==> src/rtl/cbf_pkg.sv <==
`timescale 1ns / 1ps

package cbf_pkg;

  // Stream and coefficient widths fixed by the register map.
  localparam int SAMPLE_W     = 16;
  localparam int COEF_W       = 32;
  localparam int FF_W         = 21;
  localparam int FF_PACK_W    = 3 * FF_W;
  localparam int REG_SECTIONS = 3;
  localparam int SC_W         = 2;

  // Fraction bits of the feedback and feedforward coefficients.
  localparam int FB_SHIFT = 30;
  localparam int FF_SHIFT = 18;

  // Configuration port.
  localparam int CFG_DATA_W  = 64;
  localparam int CFG_INDEX_W = 3;

  localparam logic [CFG_INDEX_W-1:0] CFG_STAGE_COUNT = 3'd0;
  localparam int CFG_FF_BASE = 1;
  localparam int CFG_FB_BASE = 2;

  // Control word from the sequencer to the shared multiply-accumulate unit.
  typedef struct packed {
    logic issue;  // start a partial product this cycle
    logic hi;     // use the upper half of the state operand
    logic neg;    // subtract the product instead of adding it
    logic load;   // overwrite the accumulator with the load value
  } mac_ctrl_t;

endpackage

==> src/rtl/cbf_mac.sv <==
`timescale 1ns / 1ps

module cbf_mac import cbf_pkg::*; #(
  parameter int STATE_WIDTH = 32
) (
  input  logic                                    clk,
  input  logic                                    rst,
  input  mac_ctrl_t                               ctrl,
  input  logic signed [COEF_W-1:0]                coef,
  input  logic signed [STATE_WIDTH-1:0]           operand,
  input  logic signed [STATE_WIDTH+COEF_W+1:0]    load_value,
  output logic signed [STATE_WIDTH+COEF_W+1:0]    acc
);

  localparam int ACC_W  = STATE_WIDTH + COEF_W + 2;
  localparam int LO_W   = STATE_WIDTH / 2;
  localparam int HI_W   = STATE_WIDTH - LO_W;
  localparam int MUL_W  = HI_W + 1;
  localparam int PROD_W = COEF_W + MUL_W;

  logic signed [MUL_W-1:0]  chunk;
  logic signed [PROD_W-1:0] prod;
  logic                     p_valid;
  logic                     p_hi;
  logic                     p_neg;
  logic signed [ACC_W-1:0]  term;

  // The state word is multiplied in two halves: the low half unsigned,
  // the high half signed and weighted by 2^LO_W when accumulated.
  always_comb begin
    if (ctrl.hi) begin
      chunk = {operand[STATE_WIDTH-1], operand[STATE_WIDTH-1:LO_W]};
    end else begin
      chunk = {{(MUL_W-LO_W){1'b0}}, operand[LO_W-1:0]};
    end
  end

  always_comb begin
    term = ACC_W'(prod);
    if (p_hi) begin
      term = term <<< LO_W;
    end
  end

  always_ff @(posedge clk) begin
    if (rst) begin
      p_valid <= 1'b0;
    end else begin
      p_valid <= ctrl.issue;
    end
  end

  always_ff @(posedge clk) begin
    prod  <= coef * chunk;
    p_hi  <= ctrl.hi;
    p_neg <= ctrl.neg;
    if (ctrl.load) begin
      acc <= load_value;
    end else if (p_valid) begin
      acc <= p_neg ? acc - term : acc + term;
    end
  end

endmodule

==> src/rtl/cascaded_biquad_filter_unit.sv <==
`timescale 1ns / 1ps
// Each sample runs through the active sections in turn (straight to the output
// register with zero stages); a new sample is accepted only after the previous
// result has gone to the output register. Each section runs ten half-width
// partial products through the one shared multiplier.
// Reset (rst, synchronous, active high) clears the sequencer, the output valid, the
// configuration registers and the filter history.
module cascaded_biquad_filter_unit import cbf_pkg::*; #(
  parameter int MAX_STAGES  = 3,
  parameter int STATE_WIDTH = 32
) (
  input  logic                   clk,
  input  logic                   rst,
  input  logic                   cfg_write,
  input  logic [CFG_INDEX_W-1:0] cfg_index,
  input  logic [CFG_DATA_W-1:0]  cfg_data,
  input  logic                   s_axis_tvalid,
  output logic                   s_axis_tready,
  input  logic [SAMPLE_W-1:0]    s_axis_tdata,   // [15:0] sample_in
  output logic                   m_axis_tvalid,
  input  logic                   m_axis_tready,
  output logic [SAMPLE_W-1:0]    m_axis_tdata    // [15:0] sample_out
);

  // Accumulator width covers x*2^30 minus two 32-bit by state-width products.
  localparam int ACC_W     = STATE_WIDTH + COEF_W + 2;
  // Input samples enter the state format shifted up by this many bits.
  localparam int IN_SHIFT  = STATE_WIDTH - 20;
  localparam int SEC_W     = (MAX_STAGES > 1) ? $clog2(MAX_STAGES) : 1;
  localparam int STEP_BITS = 4;
  localparam int W_TOP     = ACC_W - FB_SHIFT - STATE_WIDTH + 1;
  localparam int Y_TOP     = ACC_W - FF_SHIFT - STATE_WIDTH + 1;
  localparam int Q_W       = STATE_WIDTH - IN_SHIFT;

  // Sequencer steps inside one section. Products are issued in pairs
  // (low half, then high half of the state word), and the accumulator
  // picks each one up from a product register.
  localparam logic [STEP_BITS-1:0] STEP_LOAD = 4'd0;
  localparam logic [STEP_BITS-1:0] STEP_W    = 4'd5;
  localparam logic [STEP_BITS-1:0] STEP_Y    = 4'd13;

  localparam logic [STEP_BITS-2:0] PAIR_A1 = 3'd0;
  localparam logic [STEP_BITS-2:0] PAIR_A2 = 3'd1;
  localparam logic [STEP_BITS-2:0] PAIR_B0 = 3'd3;
  localparam logic [STEP_BITS-2:0] PAIR_B1 = 3'd4;
  localparam logic [STEP_BITS-2:0] PAIR_B2 = 3'd5;

  localparam logic signed [STATE_WIDTH-1:0] STATE_MAX = {1'b0, {(STATE_WIDTH-1){1'b1}}};
  localparam logic signed [STATE_WIDTH-1:0] STATE_MIN = {1'b1, {(STATE_WIDTH-1){1'b0}}};

  typedef enum logic [1:0] {
    IDLE,
    RUN,
    OUT
  } state_t;

  state_t state;

  // Configuration registers.
  logic [SC_W-1:0]      stage_count;
  logic [FF_PACK_W-1:0] ff_reg [REG_SECTIONS];
  logic [COEF_W*2-1:0]  fb_reg [REG_SECTIONS];

  // Delay pair of every section: w1 is the newest value, w2 the one before.
  logic signed [STATE_WIDTH-1:0] w1_hist [MAX_STAGES];
  logic signed [STATE_WIDTH-1:0] w2_hist [MAX_STAGES];

  logic [STEP_BITS-1:0]          step;
  logic [SEC_W-1:0]              sec;
  logic signed [STATE_WIDTH-1:0] x_reg;
  logic signed [STATE_WIDTH-1:0] w_reg;

  logic [SC_W-1:0]               n_eff;
  logic                          s_fire;
  logic [STEP_BITS-2:0]          pair;
  logic signed [STATE_WIDTH-1:0] w1_cur;
  logic signed [STATE_WIDTH-1:0] w2_cur;
  logic signed [COEF_W-1:0]      a1_c;
  logic signed [COEF_W-1:0]      a2_c;
  logic signed [COEF_W-1:0]      b0_c;
  logic signed [COEF_W-1:0]      b1_c;
  logic signed [COEF_W-1:0]      b2_c;
  logic signed [COEF_W-1:0]      coef;
  logic signed [STATE_WIDTH-1:0] operand;
  logic signed [ACC_W-1:0]       load_value;
  logic signed [ACC_W-1:0]       acc;
  mac_ctrl_t                     ctrl;

  logic [W_TOP-1:0]              w_guard;
  logic [Y_TOP-1:0]              y_guard;
  logic signed [STATE_WIDTH-1:0] w_sat;
  logic signed [STATE_WIDTH-1:0] y_sat;
  logic signed [STATE_WIDTH-1:0] y_adj;
  logic [Q_W-1:0]                q_full;
  logic [SAMPLE_W-1:0]           q_sat;

  // A stage count above the number of built sections is clamped.
  assign n_eff  = (stage_count > SC_W'(MAX_STAGES)) ? SC_W'(MAX_STAGES) : stage_count;
  assign s_axis_tready = (state == IDLE);
  assign s_fire = s_axis_tvalid && s_axis_tready;

  // Configuration writes. Index values past the last register are dropped.
  always_ff @(posedge clk) begin
    if (rst) begin
      stage_count <= '0;
      for (int i = 0; i < REG_SECTIONS; i++) begin
        ff_reg[i] <= '0;
        fb_reg[i] <= '0;
      end
    end else if (cfg_write) begin
      if (cfg_index == CFG_STAGE_COUNT) begin
        stage_count <= cfg_data[SC_W-1:0];
      end
      for (int i = 0; i < REG_SECTIONS; i++) begin
        if (cfg_index == CFG_INDEX_W'(CFG_FF_BASE + 2 * i)) begin
          ff_reg[i] <= cfg_data[FF_PACK_W-1:0];
        end
        if (cfg_index == CFG_INDEX_W'(CFG_FB_BASE + 2 * i)) begin
          fb_reg[i] <= cfg_data;
        end
      end
    end
  end

  // Coefficients and history of the section being worked on.
  assign w1_cur = w1_hist[sec];
  assign w2_cur = w2_hist[sec];
  assign a1_c   = fb_reg[sec][COEF_W-1:0];
  assign a2_c   = fb_reg[sec][2*COEF_W-1:COEF_W];
  assign b0_c   = COEF_W'(signed'(ff_reg[sec][FF_W-1:0]));
  assign b1_c   = COEF_W'(signed'(ff_reg[sec][2*FF_W-1:FF_W]));
  assign b2_c   = COEF_W'(signed'(ff_reg[sec][3*FF_W-1:2*FF_W]));

  assign pair = step[STEP_BITS-1:1];

  // Operand selection for the shared multiplier. The feedback pairs come
  // first and are subtracted; the b0 pair uses the new w.
  always_comb begin
    coef      = '0;
    operand   = w_reg;
    ctrl      = '0;
    ctrl.hi   = step[0];
    ctrl.neg  = (pair == PAIR_A1) || (pair == PAIR_A2);
    case (pair)
      PAIR_A1: begin
        coef = a1_c;
        operand = w1_cur;
        ctrl.issue = (state == RUN);
      end
      PAIR_A2: begin
        coef = a2_c;
        operand = w2_cur;
        ctrl.issue = (state == RUN);
      end
      PAIR_B0: begin
        coef = b0_c;
        operand = w_reg;
        ctrl.issue = (state == RUN);
      end
      PAIR_B1: begin
        coef = b1_c;
        operand = w1_cur;
        ctrl.issue = (state == RUN);
      end
      PAIR_B2: begin
        coef = b2_c;
        operand = w2_cur;
        ctrl.issue = (state == RUN);
      end
      default: begin
        ctrl.issue = 1'b0;
      end
    endcase
    ctrl.load = (state == RUN) && ((step == STEP_LOAD) || (step == STEP_W));
    if (step == STEP_LOAD) begin
      // Section input x scaled by 2^30, the weight of the feedback products.
      load_value = {{(ACC_W-FB_SHIFT-STATE_WIDTH){x_reg[STATE_WIDTH-1]}}, x_reg,
                    {FB_SHIFT{1'b0}}};
    end else begin
      load_value = '0;
    end
  end

  cbf_mac #(
    .STATE_WIDTH(STATE_WIDTH)
  ) u_mac (
    .clk       (clk),
    .rst       (rst),
    .ctrl      (ctrl),
    .coef      (coef),
    .operand   (operand),
    .load_value(load_value),
    .acc       (acc)
  );

  // Floor shift and saturation of the accumulator: the dropped top bits
  // must all equal the new sign bit, otherwise the result clips.
  assign w_guard = acc[ACC_W-1:FB_SHIFT+STATE_WIDTH-1];
  assign y_guard = acc[ACC_W-1:FF_SHIFT+STATE_WIDTH-1];

  always_comb begin
    if ((&w_guard) || !(|w_guard)) begin
      w_sat = acc[FB_SHIFT+STATE_WIDTH-1:FB_SHIFT];
    end else begin
      w_sat = acc[ACC_W-1] ? STATE_MIN : STATE_MAX;
    end
    if ((&y_guard) || !(|y_guard)) begin
      y_sat = acc[FF_SHIFT+STATE_WIDTH-1:FF_SHIFT];
    end else begin
      y_sat = acc[ACC_W-1] ? STATE_MIN : STATE_MAX;
    end
  end

  // Back to 16 bits: negative values get the shifted-out bits added first,
  // so the arithmetic shift truncates toward zero. With zero stages x_reg
  // still holds the scaled sample, which this path returns unchanged.
  assign y_adj  = x_reg + {{(STATE_WIDTH-IN_SHIFT){1'b0}}, {IN_SHIFT{x_reg[STATE_WIDTH-1]}}};
  assign q_full = y_adj[STATE_WIDTH-1:IN_SHIFT];

  always_comb begin
    if ((&q_full[Q_W-1:SAMPLE_W-1]) || !(|q_full[Q_W-1:SAMPLE_W-1])) begin
      q_sat = q_full[SAMPLE_W-1:0];
    end else begin
      q_sat = q_full[Q_W-1] ? {1'b1, {(SAMPLE_W-1){1'b0}}} : {1'b0, {(SAMPLE_W-1){1'b1}}};
    end
  end

  // Delay pairs shift once per section, at the end of its pass.
  always_ff @(posedge clk) begin
    if (rst) begin
      for (int i = 0; i < MAX_STAGES; i++) begin
        w1_hist[i] <= '0;
        w2_hist[i] <= '0;
      end
    end else if ((state == RUN) && (step == STEP_Y)) begin
      w1_hist[sec] <= w_reg;
      w2_hist[sec] <= w1_cur;
    end
  end

  // Sequencer: one section after another, then the result waits in the
  // output register. A new sample is taken only in IDLE, which is reached
  // as soon as the result is handed to the output register.
  always_ff @(posedge clk) begin
    if (rst) begin
      state         <= IDLE;
      step          <= '0;
      sec           <= '0;
      m_axis_tvalid <= 1'b0;
    end else begin
      // In OUT a finished transfer is replaced by the next result below.
      if (m_axis_tvalid && m_axis_tready && (state != OUT)) begin
        m_axis_tvalid <= 1'b0;
      end
      unique case (state)
        IDLE: begin
          if (s_fire) begin
            x_reg <= {{4{s_axis_tdata[SAMPLE_W-1]}}, s_axis_tdata, {IN_SHIFT{1'b0}}};
            step  <= STEP_LOAD;
            sec   <= '0;
            state <= (n_eff == '0) ? OUT : RUN;
          end
        end
        RUN: begin
          if (step == STEP_W) begin
            w_reg <= w_sat;
          end
          if (step == STEP_Y) begin
            x_reg <= y_sat;
            step  <= STEP_LOAD;
            if (SC_W'(sec) == n_eff - SC_W'(1)) begin
              state <= OUT;
            end else begin
              sec <= sec + 1'b1;
            end
          end else begin
            step <= step + 1'b1;
          end
        end
        OUT: begin
          if (!m_axis_tvalid || m_axis_tready) begin
            m_axis_tdata  <= q_sat;
            m_axis_tvalid <= 1'b1;
            state         <= IDLE;
          end
        end
        default: begin
          state <= IDLE;
        end
      endcase
    end
  end

`ifndef SYNTH
  a_start: assert property (@(posedge clk) disable iff (rst)
    s_fire && (n_eff != '0) |=> (state == RUN) && (step == STEP_LOAD) && (sec == '0))
    else $error("filter pass did not start at the first section");

  a_bypass: assert property (@(posedge clk) disable iff (rst)
    s_fire && (n_eff == '0) |=> (state == OUT))
    else $error("zero stage sample did not go straight to the output");

  a_sec_range: assert property (@(posedge clk) disable iff (rst)
    (state == RUN) |-> (SC_W'(sec) < n_eff) && (step <= STEP_Y))
    else $error("sequencer left the active sections");

  a_out_hold: assert property (@(posedge clk) disable iff (rst)
    (state == OUT) && m_axis_tvalid && !m_axis_tready |=> (state == OUT) && m_axis_tvalid)
    else $error("result overwrote a pending output transfer");
`endif

endmodule
==> config.mk <==
export PLATFORM = sky130hd
export DESIGN_NAME = cascaded_biquad_filter_unit
export DESIGN_NICKNAME = d
export VERILOG_FILES = /design/src/rtl/cbf_pkg.sv /design/src/rtl/cbf_mac.sv /design/src/rtl/cascaded_biquad_filter_unit.sv
export SDC_FILE = /design/constraint.sdc
export NUM_CORES = 2
export LEC_CHECK = 0
export ABC_AREA = 1
export BUFFER_PORTS_ARGS = -buffer_cell sky130_fd_sc_hd__buf_2
export CAP_MARGIN = 30
export CORE_MARGIN = 4
export CORE_UTILIZATION = 35
export DETAILED_ROUTE_END_ITERATION = 12
export GPL_TIMING_DRIVEN = 0
export PLACE_DENSITY = 0.49
export REMOVE_ABC_BUFFERS = 1
export SLEW_MARGIN = 20
export SYNTH_ARGS = -nofsm -noshare
export SYNTH_HDL_FRONTEND = slang
export SYNTH_SLANG_ARGS = --single-unit
==> constraint.sdc <==
create_clock -name clk -period 6.2 [get_ports clk]
set_clock_uncertainty 0.1 [all_clocks]
set_input_delay 1.24 -clock clk [delete_from_list [all_inputs] [get_ports clk]]
set_output_delay 1.24 -clock clk [all_outputs]
set_load 0.02 [all_outputs]
==> metrics.log <==
[metrics] cell type of the slowest stage on the worst timing path: fa_2
[metrics] Yosys warning total: 0
[metrics] Die Ht: roughly 430 um
[metrics] share of cell area taken by muxes after synthesis: 0
[metrics] unrepaired setup endpoints after global routing: yes
[metrics] Post-synth ARST share: 0
[metrics] r2r setup slk: -960 ps
[metrics] largest area contributor in the synthesized netlist: edfxtp_1
[metrics] R2R depth: 35
[metrics] CP bufs+invs: 17
[metrics] Yosys reg bits: between 800 and 900
[metrics] total wirelength of the detailed-routed design: around 230 mm
[metrics] number of enable flip-flop cells after synthesis: 783
[metrics] setup_tns: -29,270 ps
[metrics] fraction of layout cells with a size suffix above 1: 0.175
[metrics] placed instance area: 67,500 um^2
[metrics] total DRC errors in the routed layout: 0
[metrics] row cnt: 156
[metrics] fraction of the mapped netlist area in adder cells: 0.204
[metrics] part of the Yosys area used for sequential elements: 0.391
[metrics] Buffers on Ports: between 100 and 150
[metrics] final non-filler cell area: 79,000 um^2
[metrics] TritonCTS clock tree: built
[metrics] number of top-level design ports: 106
[metrics] signal arrival time at the worst endpoint: between 7000 and 8000 ps
[metrics] average instance area after synthesis: ~8.6 um^2
[metrics] clock transition at the register clock pins on the worst setup and hold paths after CTS: 60 ps
[metrics] critical setup path kind: reg2reg
[metrics] hold slack final: about 370 ps
[metrics] portion of the clock cycle consumed by the worst path in the final layout: 1.15
[metrics] run status: finished, violations left
[metrics] most repeated cell in the gate-level netlist after synthesis: nand2_1
[metrics] vias per std cell: slightly above 5
[metrics] actual slew at the worst max-slew pin: 899 ps
[metrics] cell repeated most along the worst path: fa_1
[metrics] number of distinct standard cells referenced by the synthesized netlist: 59
[metrics] initial DRC count: roughly 4.3k
[metrics] Worst Setup EP: u_mac.prod[42]
[metrics] Max Slew Vio Count: 0
[metrics] maximum frequency from static timing analysis: ~140 MHz
[metrics] setup-violating endpoint count in the final report: 40
[metrics] Initial Util: 0.352
[metrics] destination of the worst register-to-register timing path: u_mac.prod[42]
[metrics] fillers: approximately 17k
[metrics] Slew HR: 0.400
[metrics] CP Depth: 35
[metrics] number of instances in the synthesized netlist: around 7.4k
[metrics] final net count: around 8.6k
[metrics] clk sinks: 848
[metrics] highest cell delay on the worst timing path: 560 ps
[metrics] vias in the first global route: about 53k
[metrics] biggest area contributors in the synthesized netlist: edfxtp_1 37%, fa_1 16%, nand2_1 11%
[metrics] count of endpoints failing hold in the final timing report: 0
[metrics] Clock Root Buffer: clkbuf_16
[metrics] setup slack after layout: -961 ps
[metrics] post-synthesis compound-gate area fraction: 0.0868
[metrics] P&R area growth vs syn: 24.4%
[metrics] top cell type's share of synthesized area: 0.370
[metrics] die outline area: 188,000 um^2
[metrics] antenna violations before repair: 4
[metrics] dominant combinational cell family by area after synthesis: adder cells
[metrics] violations in the final reports: negative setup slack
[metrics] global placer's final weighted congestion: approximately 0.95
[metrics] minimum clock period: 7160 ps
[metrics] basic-gate share of the synthesized area counting and, or, nand and nor cells: 0.199
[metrics] final HPWL from detailed placement: roughly 150 mm
[metrics] wire length of the first global-routing pass: 335 mm
[metrics] final core occ: 0.438
[metrics] cell family contributing the most delay on the critical path: adder cells
[metrics] Clock Tree Buf Depth: 3
[metrics] number of buffers created by CTS: slightly below 100
[metrics] CORE AREA: 181,000 um^2
[metrics] routed length per placed instance: 22.1 um
[metrics] biggest fanout along the worst timing path: 8
[metrics] Critical Path Sink Type: register
[metrics] Global Route Usage Sum: 0.237
[metrics] primary flip-flop cell chosen by synthesis mapping: edfxtp_1
[metrics] H-tree levels: 3
[metrics] largest net degree at the start of global routing: between 60 and 70
[metrics] first-pass iteration count of the detailed router: 6
[metrics] post-synthesis share of cell area spent on xor and xnor gates: 0.0165
[metrics] max-cap viol count: 0
[metrics] antenna-violating nets left: 0
[metrics] clock latency on the worst-skew pair: roughly 770 ps
[metrics] Post-synth top cells: 1,832 x nand2_1, 1,308 x inv_1, 862 x nor2_1, 783 x edfxtp_1, 523 x fa_1
[metrics] number of flip-flops under the largest register name: between 150 and 200
[metrics] total gr overflow: 0
[metrics] worst hold path type: reg2reg
[metrics] Worst Setup Start Kind: register
[metrics] Post-Synthesis Cell Area: 63,500 um^2
[metrics] horizontal die dimension: roughly 430 um
[metrics] total number of vias: between 50k and 60k
[metrics] required time of the worst setup path: ~6700 ps
cells in the final DEF (no fill, tap or decap), drive strengths merged, types with 2 or more instances in the layout:
cell	n
ha	199
a21o	11
o2111ai	74
o22ai	22
nor4	20
nor3	74
a21boi	6
buf	563
or2	2
xnor2	38
a32oi	14
nor2	881
fa	523
a32o	14
nand3b	17
xor2	82
o31ai	3
bufinv	5
edfxtp	783
clkinv	55
a21oi	268
o21a	15
o21ai	316
clkinvlp	22
inv	1327
and3	7
nand4	38
o221ai	45
bufbuf	11
nand2b	2
nor3b	6
clkbuf	130
dfxtp	65
o21bai	23
o211ai	41
nand3	248
nand2	1846
a31oi	42
area by class of cell:
class                      count  area [um^2]  area share
timing repair inverter        19          292     0.00369
timing repair buffer         584         7230      0.0915
sequential                   848        24800       0.314
inverter                    1329         5220      0.0660
tap                         2370         2970      0.0375
clock inverter                61          517     0.00654
antenna                        1         2.50   0.0000317
multi-input combinational   4880        35400       0.448
clock buffer                 120         2570      0.0325
metrics by stage:
stage,instances,setup WS [ps]
CTS,10114,-941
global placement,9531,-20130
global route,10212,-1160
detailed placement,9602,-3860
floorplan,7056,-6930
finish,10212,-961
logic make-up after synthesis:
family | count (synthesis)
AOI/OAI and AO/OA | 896
xor gates and xnor gates | 120
adders and majority gates | 722
buffers and inverters | 1630
DFF | 848
and+or+nand+nor | 3141
worst min-delay path by stage:
stage | to | start | cells after the start
after global placement | w1_hist[3][31] | w_reg[31] | 0
after CTS | stage_count[1] | stage_count[1] | 2
final | stage_count[1] | stage_count[1] | 2
after global routing | w1_hist[3][31] | w_reg[31] | 0
after floorplan | w1_hist[3][31] | w_reg[31] | 0
after detailed placement | w1_hist[3][31] | w_reg[31] | 0
worst register-to-register path: cells and delay by family (launching register included):
family	cells	cell delay (ps)
DFF	1	360
adders and majority gates	7	3200
AOI/OAI and AO/OA	6	860
xor gates and xnor gates	1	190
and+or+nand+nor	4	360
buffers and inverters	17	1930
layer usage:
layer,global-route usage,wire length (um),vias to the layer above
met5,0,13,-
met4,0.0635,6640,2
met3,0.0302,13100,289
met2,0.393,106000,1559
met1,0.326,99100,26186
li1,-,-,24292
repair_timing:
action,in CTS,in global routing
gates resized for setup,651,244
endpoints found under the setup margin,45,42
pin swaps,142,172
hold buffers,0,0
setup buffers,278,85
cloned,54,12
Power is left out: the tool's default activity adds up to more than one toggle a clock period on the data nets, which glitch-free logic cannot reach.
